File: src/rtl/mau_pkg.sv
// ---------------------------------------------------------------------------
// Modular arithmetic unit package
// Shared constants and types for the modular arithmetic unit.
// ---------------------------------------------------------------------------
package mau_pkg;

  // Default residue width and modulus after reset.
  localparam int MOD_BITS_DEF = 31;
  localparam logic [30:0] MODULUS_RESET = 31'd1000000007;

  // Request kinds.
  localparam logic [2:0] REQ_REDUCE = 3'd0;
  localparam logic [2:0] REQ_ADD    = 3'd1;
  localparam logic [2:0] REQ_SUB    = 3'd2;
  localparam logic [2:0] REQ_NEG    = 3'd3;
  localparam logic [2:0] REQ_MUL    = 3'd4;
  localparam logic [2:0] REQ_DIV    = 3'd5;
  localparam logic [2:0] REQ_INV    = 3'd6;
  localparam logic [2:0] REQ_POW    = 3'd7;

  // Control of the shared divider.
  typedef struct packed {
    logic start;
    logic short_mode;
  } div_ctl_t;

endpackage

File: src/rtl/mau_div.sv
// ---------------------------------------------------------------------------
// Shared shift-subtract divider
// Restoring division of a 64-bit dividend by a residue-width divisor, one
// quotient bit per cycle. Short mode divides only the low MOD_BITS bits.
// ---------------------------------------------------------------------------
module mau_div #(
  parameter int MOD_BITS = mau_pkg::MOD_BITS_DEF
) (
  input  logic                clk,
  input  logic                rst,
  input  mau_pkg::div_ctl_t   ctl,
  input  logic [63:0]         dividend,
  input  logic [MOD_BITS-1:0] divisor,
  output logic                done,
  output logic [MOD_BITS-1:0] quot,
  output logic [MOD_BITS-1:0] rem
);

  logic [63:0]         q;
  logic [MOD_BITS:0]   r;
  logic [6:0]          cnt;
  logic                running;
  logic [MOD_BITS:0]   trial;
  logic                ge;

  // One restoring step.
  always_comb begin
    trial = {r[MOD_BITS-1:0], q[63]};
    ge    = (trial >= {1'b0, divisor});
  end

  // Iteration control.
  always_ff @(posedge clk) begin
    if (rst) begin
      running <= 1'b0;
      done    <= 1'b0;
      cnt     <= '0;
    end else begin
      done <= 1'b0;
      if (ctl.start) begin
        running <= 1'b1;
        cnt     <= ctl.short_mode ? 7'(MOD_BITS) : 7'd64;
      end else if (running) begin
        cnt <= cnt - 7'd1;
        if (cnt == 7'd1) begin
          running <= 1'b0;
          done    <= 1'b1;
        end
      end
    end
  end

  // Datapath.
  always_ff @(posedge clk) begin
    if (ctl.start) begin
      r <= '0;
      q <= ctl.short_mode ? {dividend[MOD_BITS-1:0], {(64-MOD_BITS){1'b0}}} : dividend;
    end else if (running) begin
      r <= ge ? (trial - {1'b0, divisor}) : trial;
      q <= {q[62:0], ge};
    end
  end

  assign quot = q[MOD_BITS-1:0];
  assign rem  = r[MOD_BITS-1:0];

endmodule

File: config.mk
export PLATFORM = sky130hd
export DESIGN_NAME = mau_div
export DESIGN_NICKNAME = d
export VERILOG_FILES = /design/src/rtl/mau_pkg.sv /design/src/rtl/mau_div.sv
export SDC_FILE = /design/constraint.sdc
export NUM_CORES = 1
export LEC_CHECK = 0
export ABC_AREA = 1
export BUFFER_PORTS_ARGS = -buffer_cell sky130_fd_sc_hd__buf_4
export CAP_MARGIN = 30
export CORE_MARGIN = 2
export CORE_UTILIZATION = 56
export DETAILED_ROUTE_END_ITERATION = 10
export PLACE_DENSITY = 0.82
export RECOVER_POWER = 25
export SETUP_SLACK_MARGIN = 0.15
export SLEW_MARGIN = 25
export SYNTH_ARGS = -nofsm -noshare
export SYNTH_HDL_FRONTEND = slang
export SYNTH_SLANG_ARGS = --single-unit
File: constraint.sdc
create_clock -name clk -period 5.3 [get_ports clk]
set_input_delay 1.59 -clock clk [delete_from_list [all_inputs] [get_ports clk]]
set_output_delay 1.59 -clock clk [all_outputs]
set_load 0.02 [all_outputs]
Word-level counts from Yosys, hierarchy flattened

Index checks and enable logic that the tools add are counted.

Input bits: 99
Bits in registers: 104

Bitwise logic cells: 1
$lt $le $gt $ge: 1
Equality and inequality tests: 1
Reduce and logical (&&, ||, !) cells: 2
Multiplexer cells: 11
Add/subtract/negate cells: 2

Operator list:

| cell                | number |
|---|---|
| $mux 64             | 3 |
| $ge 32x31->1        | 1 |
| $mux 31             | 1 |
| $sub 31x31->31      | 1 |
| $mux 7              | 3 |
| $eq 7x1->1 const B  | 1 |
| $sub 7x1->7 const B | 1 |
| $mux 1              | 4 |
| $reduce_or 3->1     | 1 |
| $reduce_bool 2->1   | 1 |
| $not 1->1           | 1 |

Depth between registers and ports, before layout

Gate-level depths: netlist of run 1.

Word-level depth: 4
Gate-level depth with buffers: 17
Mapped depth without buffers: 16

Worst setup path after synthesis of run 1

Ideal clock, no wire load.

Path kind: input port to flip-flop
Start: input ctl[1] in the netlist's numbering
End: register q[0], enable pin
Data required time: 4,846 ps
Stages on the path: 3
Setup slack: 1,112 ps
Path buffers: 1
Arrival time: 3,734 ps
Cells stage by stage: nor2_1 inv_1 clkbuf_1

Cells in the longest elaborated chain, start to end: 1

RTL lines:

| element                            | line          | text |
|---|---|---|
| start: declaration                 | mau_div.sv:11 | `input mau_pkg::div_ctl_t ctl,` |
| $reduce_bool 2->1 (no source line) | -             |  |
| end signal: assignment             | mau_div.sv:57 | `q <= ctl.short_mode ? {dividend[MOD_BITS-1:0], {(64-MOD_BITS){1'b0}}} : dividend;` |
| end signal: assignment             | mau_div.sv:60 | `q <= {q[62:0], ge};` |
| end: declaration                   | mau_div.sv:19 | `logic [63:0] q;` |

Every way passes these cells.
A chain may end at the register's enable or synchronous reset.

Worst setup path in the final report of run 1

Start: input ctl[1] in the netlist's numbering
End: register q[12], data pin

Cells in the longest elaborated chain, start to end: 1

RTL lines:

| element | line          | text |
|---|---|---|
| $mux 64 | mau_div.sv:55 | `if (ctl.start) begin` |

Every way passes these cells.

==> results.md, run 1 <==
- EDFF count, synth: 64
- Initial Utilization: 0.577
- Slowest-stage cell, CP: clkbuf_1
- Max stage delay on crit path: approximately 1.9 ns
- Synthesized area: ~0.0077 mm²
- Root buf cell: clkbuf_16
- Drt wl/cell: about 14 µm
- Worst-path fanout max: between 60 and 70
- Die X: around 120 µm
- First-pass GRT wire length: around 32000 µm
- Vias in the first global route: around 6600
- Commonest non-fill, non-tap cell in the layout: nand2_1
- Ys flop type: edfxtp_1
- Async SR Flop Fraction: 0
- Largest net degree at the start of global routing: 66
- 1st-iter DRT viols: roughly 600
- Fmax: ~250 MHz
- Row count: 42
- Cell mode on critical path: clkbuf_1
- CTS max path bufs: 2
- Final Hold Fails: 0
- Fin cells: approximately 1400
- GR Overflow Total: 0
- Worst skew pair latency: roughly 0.36 ns
- Top Layer Used: met4
- VDD IR max: roughly 0.00019 V
- CTS Hold Bufs: 0
- Slew headroom: -0.811
- Seq cells post-synth: between 100 and 150
- Initial antenna violation count: 0
- Die height: 121 µm
- Crit share post-route: 0.759
- Routed met3 length: ~1300 µm
- Clock transition at the registers of the reported paths: around 0.07 ns
- Worst Setup Path Type: in2reg
- Final Max Tran Viols: around 170
- Crit-path cells: clkbuf_1 -> clkinv_1 -> clkbuf_1 -> nand2_1 -> o21ai_0
- Status: complete, but fails checks
- Vias per inst: between 5 and 6
- Number of diodes: 0
- Num ports: approximately 160
- Yosys cell types: 39
- Unrepaired setup endpoints after global routing: no
- Power per cell area: roughly 220 mW/mm²
- Type of origin of the critical path: primary input
- Post-CTS Setup Bufs: 0
- Layout cells sized above 1: 0.139
- Drt first pass iters: 5
- Failing checks: capacitance limit, slew limit
- Worst Tran Pin Value: around 2.7 ns
- Max-cap violations: 4
- Post-Syn Instances: approximately 1100
- TritonCTS Buffers: 9
- CP bufs+invs: 3
- Clk_skew: 0.00737 ns
- DRC Markers: 0
- Placeable Area: 0.0133 mm²
- Most frequent cells in the layout: 380 x nand2_1, 248 x inv_1, 141 x buf_4
- Delay-heaviest family, CP: buffers and inverters
- CTS tree: yes
- Final antenna-violating net count: 0
- Cts repair resizes: 0
- RD Place Congestion: 0.999
- Post-DP HPWL: roughly 15000 µm
- Syn_nets: 1267
- Total Routing Usage GR: 0.275
- Crit end category: flip-flop
- Post-Route M1 WL: 9540 µm
- Worst Path Required: between 5 and 6 ns
- Clock sinks: between 100 and 150
- # H-tree levels: 3
- Final setup violation count: 0
- WL met2: 8830 µm
- Drt total wl: between 15000 and 20000 µm
- Util after Layout: 0.673
- Post-layout minimum cycle time: about 4.0 ns
- Port buffer count: ~160
- Setup_tns: 0 ns
- Hold Path Class: reg2reg
- Via count: just over 7000
- Syn_area_per_cell: a little under 7 µm²
- Layout Nets: 1383
- Crit path DAT: roughly 4.2 ns
- Die area: 0.0146 mm²
- P_leak: 4.93 nW
- Cells after DPL: approximately 1400
- Synthesis-to-finish area growth: 16.6%
- Hold WS: 0.484 ns
- Seq/Total Area, Yosys: 0.355
- Ys Warns: 0
==> layout make-up <==
class | instances | area (µm²)
clock buffer | 9 | 225
clock inverter | 7 | 45.0
fill | 1283 | 4350
inverter | 252 | 946
multi-input combinational | 714 | 3600
sequential | 104 | 2720
tap | 176 | 220
timing repair buffer | 169 | 1190
==> through the flow <==
stage / power, W / cell area, µm² / worst slack, ns
2_1_floorplan: 0.00121 / 7670 / 1.11
3_3_place_gp: 0.00132 / 8750 / 1.36
3_5_place_dp: 0.00133 / 8780 / 1.28
4_1_cts: 0.00197 / 9050 / 1.64
5_1_grt: 0.00204 / 8950 / 0.960
6_report: 0.00196 / 8950 / 1.28
==> cells by family (layout without fill, tap and decap cells) <==
logic type | Yosys count | in the layout | synth area share
simple gates | 553 | 553 | 0.305
buf+inv | 316 | 437 | 0.176
compound gates | 111 | 111 | 0.0897
flops | 104 | 104 | 0.355
fa+ha+maj | 34 | 34 | 0.0564
xor+xnor | 16 | 16 | 0.0183
==> metal layers <==
| layer | up-vias | global-route usage |
|---|---|---|
| li1 | 3737 | - |
| met1 | 3285 | 0.402 |
| met2 | 209 | 0.426 |
| met3 | 15 | 0.0470 |
| met4 | 0 | 0.0603 |
| met5 | - | 0 |
==> report_power, final <==
part           leakage (nW)  switching, W  internal, W  total (W)
sequential            0.992     0.0000283     0.000935   0.000964
clock                 0.127      0.000321     0.000319   0.000640
combinational          3.81      0.000204     0.000148   0.000352
==> path summary, 6_finish.rpt <==
check,cells after the start,start,to,slack (ns)
min reg2reg,2,r[12]$_SDFFE_PP0P_,r[12]$_SDFFE_PP0P_,0.48
min,2,r[12]$_SDFFE_PP0P_,r[12]$_SDFFE_PP0P_,0.48
max reg2reg,14,q[63]$_DFFE_PP_,q[0]$_DFFE_PP_,2.46
max,5,ctl[1],q[12]$_DFFE_PP_,1.28
==> sequential cells by signal, summed over array words and instances (netlist names) <==
signal and cells:
r 31, cnt 7, q 64, running 1, done 1
==> worst reg2reg max path, delay by kind of cell, from the launching register on <==
kind                       cells  cell delay (ns)
AOI/OAI and AO/OA              1             0.16
adders and majority gates      2             0.62
buffers and inverters          2             0.20
DFF                            1             0.39
and+or+nand+nor                9             1.29
==> cell usage after synthesis, types with 4 or more instances <==
cell type / number / share of area
a21oi_1: 22 / 0.014
and2_1: 5 / 0.0041
buf_1: 4 / 0.0020
buf_2: 6 / 0.0039
buf_4: 31 / 0.030
buf_6: 5 / 0.0073
clkbuf_1: 18 / 0.0088
dfxtp_1: 40 / 0.10
edfxtp_1: 64 / 0.25
ha_1: 33 / 0.054
inv_1: 250 / 0.12
nand2_1: 380 / 0.19
nand2_2: 6 / 0.0049
nand3_1: 76 / 0.050
nand3b_1: 16 / 0.016
nand4_1: 8 / 0.0065
nor2_1: 46 / 0.023
o21ai_0: 41 / 0.027
o21ai_1: 10 / 0.0065
o221ai_1: 31 / 0.035
xnor2_1: 12 / 0.014
xor2_1: 4 / 0.0046
(Power assumes the default switching activity.)
==> inputs of run 2 (changes only) <==
==> constraint.sdc (replaced) <==
create_clock -name clk -period 3.8 [get_ports clk]
set_input_delay 1.14 -clock clk [delete_from_list [all_inputs] [get_ports clk]]
set_output_delay 1.14 -clock clk [all_outputs]
set_load 0.02 [all_outputs]
==> results.md, run 2 (synthesized netlist as in run 1, its figures left out) <==
- Worst Tran Pin Value: 1.40 ns (-1.31 ns)
- Cell mode on critical path: nand2_1
- TritonCTS Buffers: 9 (unchanged)
- Hold Path Class: reg2reg
- Drt wl/cell: 13.5 µm (-3.0%)
- CTS max path bufs: 2 (unchanged)
- Drt total wl: 19300 µm (-2.9%)
- DP Area: 0.00880 mm² (+0.23%)
- Setup_tns: 0 ns (unchanged)
- Die area: 0.0146 mm² (unchanged)
- Total Routing Usage GR: 0.268 (-0.00734)
- Initial Utilization: 0.577 (unchanged)
- Crit-path cells: buf_4 -> ha_1 -> fa_1 -> inv_1 -> nand2_1 -> nand2_1 -> nand3_1 -> nand2_2 -> nand2_2 -> nand3_2 -> nand2_4 -> nand2_4 -> nand2_1 -> nand3_1 -> nand2_1
- Port buffer count: 161 (unchanged)
- Initial antenna violation count: 0 (unchanged)
- Biggest registers after layout: q x64, r x31, cnt x7
- Final antenna-violating net count: 0 (unchanged)
- Final Max Tran Viols: 0 (-100%)
- Largest net degree at the start of global routing: 66 (unchanged)
- Root buf cell: clkbuf_16
- 1st-iter DRT viols: 516 (-14%)
- Status: completed
- DRC Markers: 0 (unchanged)
- Met1 usage: 0.354 (-0.0486)
- Commonest non-fill, non-tap cell in the layout: nand2_1
- Type of origin of the critical path: primary input
- Post-DP HPWL: 14700 µm (-0.24%)
- Row count: 42 (unchanged)
- Synthesis-to-finish area growth: 17.7%
- Worst skew pair latency: 0.36 ns (about the same)
- Most frequent cells in the layout: 380 x nand2_1, 249 x inv_1, 145 x buf_4
- Worst Setup Path Type: in2reg
- P_leak: 4.97 nW (+0.93%)
- Gr busiest metal: met2
- Met3 usage: 0.0489 (+0.00188)
- Num ports: 162 (unchanged)
- Slowest-stage cell, CP: fa_1
- Via count: 7265 (+0.26%)
- Unrepaired setup endpoints after global routing: no
- Largest register by flop count: q
- RD Place Congestion: 0.952 (-4.7%)
- Die height: 121 µm (unchanged)
- Slew headroom: 0.0614 (+0.872)
- Worst Path Required: 4.06 ns (-1.39 ns)
- Crit path DAT: 3.09 ns (-1.08 ns)
- Fillcell total: 1203 (-6.2%)
- Clock sinks: 104 (unchanged)
- CTS Hold Bufs: 0 (unchanged)
- Vias per inst: 5.07 (+0.19%)
- Max-cap violations: 0 (-4)
- CTS tree: yes
- Placeable Area: 0.0133 mm² (unchanged)
- Layout cells sized above 1: 0.146 (+0.00706)
- # H-tree levels: 3 (unchanged)
- Final Hold Fails: 0 (unchanged)
- Die X: 121 µm (unchanged)
- Fmax: 353 MHz
- Worst-path fanout max: 32 (-51%)
- Clock transition at the registers of the reported paths: 0.08 ns (about the same)
- Util after Layout: 0.679 (+0.00584)
- Final setup violation count: 0 (unchanged)
- Layout Nets: 1384 (+0.072%)
- Post-CTS Setup Bufs: 0 (unchanged)
- First-pass GRT wire length: 31500 µm (-1.4%)
- Post-route cell area: 0.00902 mm² (+0.87%)
- Crit end category: flip-flop
- Post-layout minimum cycle time: between 2 and 3 ns
- Crit share post-route: 0.745
- Cts repair resizes: 0 (unchanged)
- Vias in the first global route: 6772 (+2.3%)
- Max stage delay on crit path: 0.40 ns (-1.52 ns)
- Grt met2 use: 0.441 (+0.0154)
- Number of diodes: 0 (unchanged)
- Clk_skew: 0.0107 ns (+0.00336 ns)
- Power per cell area: 314 mW/mm² (+44%)
- VDD IR max: 0.000229 V (+21%)
- Drt first pass iters: 5 (unchanged)
- Design Power: 0.00283 W (+45%)
- GR Overflow Total: 0 (unchanged)
- Max reg flops: 64 (unchanged)
==> run 2: critical path, delay by kind of cell <==
kind | cells | cell delay, ns
fa+ha+maj | 2 | 0.62
buf+inv | 2 | 0.21
simple gates | 11 | 1.11
==> run 2: routing by layer <==
layer | share of wire | wire (µm) | vias to the layer above
li1 | - | - | 3745
met1 | 0.44 | 8510 | 3266
met2 | 0.47 | 9080 | 227
met3 | 0.070 | 1360 | 27
met4 | 0.019 | 369 | 0
met5 | 0 | 0 | -
==> run 2: path summary, 6_finish.rpt <==
kind	startpoint	to	slack (ns)	cells past startpoint
setup / recovery	divisor[0]	r[24]$_SDFFE_PP0P_	0.97	15
hold reg to reg	r[19]$_SDFFE_PP0P_	r[19]$_SDFFE_PP0P_	0.49	2
hold / removal	r[19]$_SDFFE_PP0P_	r[19]$_SDFFE_PP0P_	0.49	2
setup reg to reg	q[63]$_DFFE_PP_	r[24]$_SDFFE_PP0P_	1.39	15
==> run 2: final cells by class <==
| cell class | instances | area, µm² | share of cell area |
|---|---|---|---|
| clock buffer | 9 | 225 | 0.0250 |
| clock inverter | 7 | 86.3 | 0.00957 |
| inverter | 252 | 946 | 0.105 |
| multi-input combinational | 714 | 3600 | 0.399 |
| sequential | 104 | 2720 | 0.302 |
| tap | 176 | 220 | 0.0244 |
| timing repair buffer | 170 | 1220 | 0.136 |
==> run 2: power breakdown <==
group          switching, W  internal, W
Clock              0.000470     0.000522
Sequential        0.0000425      0.00130
Combinational      0.000284     0.000210
==> run 2: per-stage QoR <==
| step | hold slack, ns | cells | setup slack [ns] |
|---|---|---|---|
| 6_report | 0.490 | 1432 | 0.970 |
| 5_1_grt | 0.501 | 1432 | 0.793 |
| 4_1_cts | 0.490 | 1432 | 0.988 |
| 3_5_place_dp | 0.476 | 1416 | 0.602 |
| 3_3_place_gp | 0.465 | 1415 | 0.655 |
| 2_1_floorplan | 0.454 | 1134 | 0.975 |
==> inputs of run 3 (changes only) <==
--- a/config.mk
+++ b/config.mk
@@ -9,9 +9,9 @@
 export BUFFER_PORTS_ARGS = -buffer_cell sky130_fd_sc_hd__buf_4
 export CAP_MARGIN = 30
 export CORE_MARGIN = 2
-export CORE_UTILIZATION = 56
+export CORE_UTILIZATION = 51
 export DETAILED_ROUTE_END_ITERATION = 10
-export PLACE_DENSITY = 0.82
+export PLACE_DENSITY = 0.78
 export RECOVER_POWER = 25
 export SETUP_SLACK_MARGIN = 0.15
 export SLEW_MARGIN = 25
==> constraint.sdc (replaced) <==
create_clock -name clk -period 2.5 [get_ports clk]
set_input_delay 0.75 -clock clk [delete_from_list [all_inputs] [get_ports clk]]
set_output_delay 0.75 -clock clk [all_outputs]
set_load 0.02 [all_outputs]
==> results.md, run 3 (synthesized netlist as in run 1, its figures left out) <==
- Status: completed
- CTS max path bufs: 2 (unchanged)
- Crit share post-route: 0.922
- Max reg flops: 64 (unchanged)
- Most frequent cells in the layout: 376 x nand2_1, 248 x inv_1, 211 x buf_4
- Routed met3 length: 1540 µm (+14%)
- Slowest-stage cell, CP: fa_2
- # H-tree levels: 3 (unchanged)
- Initial Utilization: 0.526 (-0.0512)
- Worst-path fanout max: 8 (-75%)
- Fillcell total: 1287 (+7.0%)
- Unrepaired setup endpoints after global routing: no
- Initial antenna violation count: 0 (unchanged)
- Root buf cell: clkbuf_16
- Placeable Area: 0.0146 mm² (+9.7%)
- Critical path depth: 16 (+1)
- Fmax: around 430 MHz
- Clock transition at the registers of the reported paths: 0.08 ns (about the same)
- Drt total wl: 20600 µm (+6.9%)
- Final setup violation count: 0 (unchanged)
- Via count: 7521 (+3.5%)
- Cells after DPL: 1473 (+4.0%)
- WL met2: 9870 µm (+8.7%)
- Crit-path cells: buf_4 -> ha_4 -> fa_2 -> inv_2 -> nand2_1 -> nand2_2 -> nand3_2 -> nand2_2 -> nand2_2 -> nand3_2 -> nand2_4 -> nand2_8 -> buf_12 -> nand2_1 -> nand3_1 -> o21ai_1
- Post-layout minimum cycle time: roughly 2.3 ns
- Worst Setup Path Type: in2reg
- Crit end category: flip-flop
- CTS tree: yes
- Die height: 127 µm (+4.6%)
- Power per cell area: 447 mW/mm² (+42%)
- Fin cells: 1495 (+4.4%)
- Design Power: 0.00432 W (+53%)
- RD Place Congestion: 0.951 (-0.12%)
- Layout cells sized above 1: 0.204 (+0.0587)
- Final Max Tran Viols: 0 (unchanged)
- Post-DP HPWL: 15300 µm (+3.9%)
- Worst Tran Pin Value: 1.21 ns (-0.194 ns)
- Worst Path Required: 2.71 ns (-1.35 ns)
- Drt first pass iters: 6 (+1)
- Biggest registers after layout: q x64, r x31, cnt x7
- Num ports: 162 (unchanged)
- Drt wl/cell: 13.8 µm (+2.4%)
- Max-cap violations: 0 (unchanged)
- Clk_skew: 0.00923 ns (-0.00150 ns)
- VDD IR max: 0.000473 V (+110%)
- P_leak: 5.38 nW (+8.2%)
- Worst skew pair latency: 0.36 ns (about the same)
- Max stage delay on crit path: 0.39 ns (about the same)
- Cell mode on critical path: nand2_2
- CP bufs+invs: 3 (+1)
- Number of diodes: 0 (unchanged)
- DRC Markers: 0 (unchanged)
- Clock sinks: 104 (unchanged)
- Vias per inst: 5.03 (-0.84%)
- Slew headroom: 0.194 (+0.133)
- Final antenna-violating net count: 0 (unchanged)
- 1st-iter DRT viols: 484 (-6.2%)
- Hold Path Class: reg2reg
- Vias in the first global route: 7063 (+4.3%)
- Synthesis-to-finish area growth: 26.1%
- Crit path DAT: 2.52 ns (-0.57 ns)
- FF-to-FF path depth: 16 (+1)
- Final Hold Fails: 0 (unchanged)
- Die area: 0.0160 mm² (+9.5%)
- Hold Path Depth: 2 (unchanged)
- Largest net degree at the start of global routing: 75 (+14%)
- Die X: 127 µm (+4.6%)
- TritonCTS Buffers: 9 (unchanged)
- Commonest non-fill, non-tap cell in the layout: nand2_1
- Largest register by flop count: q
- Util after Layout: 0.663 (-0.0158)
- Type of origin of the critical path: primary input
- Layout Nets: 1440 (+4.0%)
- Row count: 44 (+4.8%)
- Post-Route M1 WL: 8890 µm (+4.6%)
- Total Routing Usage GR: 0.254 (-0.0139)
- Top Layer Used: met4
- Port buffer count: 161 (unchanged)
- Delay-heaviest family, CP: simple AND/OR/NAND/NOR gates
- First-pass GRT wire length: 33200 µm (+5.2%)
- GR Overflow Total: 0 (unchanged)
run 3: where the power goes:
group,internal [W],leakage [nW],switching (W)
Clock,0.000781,0.143,0.000686
Combinational,0.000361,4.24,0.000445
Sequential,0.00198,0.992,0.0000638
Total,0.00313,5.38,0.00120
run 3: cell type report:
class,count,area [µm²],share of cell area
inverter,252,946,0.0978
clock buffer,9,225,0.0233
clock inverter,6,66.3,0.00686
sequential,104,2720,0.282
timing repair buffer,226,1820,0.189
multi-input combinational,714,3660,0.378
tap,184,230,0.0238
run 3: path summary, 6_finish.rpt:
check | from | slack, ns | endpoint
worst max register to register | q[63]$_DFFE_PP_ | 0.32 | r[5]$_SDFFE_PP0P_
worst min register to register | running$_SDFF_PP0_ | 0.48 | running$_SDFF_PP0_
worst min-delay path | running$_SDFF_PP0_ | 0.48 | running$_SDFF_PP0_
worst max-delay path | divisor[0] | 0.20 | r[5]$_SDFFE_PP0P_
run 3: timing repair:
| action | in CTS | in global routing |
|---|---|---|
| endpoints found under the setup margin | 0 | 11 |
| setup buffers | 0 | 4 |
| hold buffers | 0 | 0 |
| resized for setup | 0 | 13 |
run 3: routing by layer:
| layer | global-route usage | vias up |
|---|---|---|
| met2 | 0.431 | 246 |
| met3 | 0.0569 | 28 |
| met4 | 0.0595 | 0 |
| met5 | 0 | - |
| met1 | 0.331 | 3385 |
| li1 | - | 3862 |
run 3: stage by stage:
step	instance area (µm²)	hold WS, ns	TNS, ns	setup slack, ns
2_1_floorplan	7680	0.454	0	0.153
3_3_place_gp	9220	0.465	-0.189	-0.0474
3_5_place_dp	9240	0.472	-1.02	-0.0625
4_1_cts	9530	0.483	0	0.297
5_1_grt	9670	0.500	0	0.101
6_report	9670	0.482	0	0.195
run 3: worst reg2reg max path: stages, from the launching register on:
cell	delay (ns)
edfxtp_1	0.32
inv_1	0.07
ha_4	0.17
fa_2	0.40
inv_2	0.07
nand2_1	0.05
nand2_2	0.07
nand3_2	0.06
nand2_2	0.10
nand2_2	0.07
nand3_2	0.08
nand2_4	0.10
nand2_8	0.14
buf_12	0.14
nand2_1	0.06
nand3_1	0.07
o21ai_1	0.08
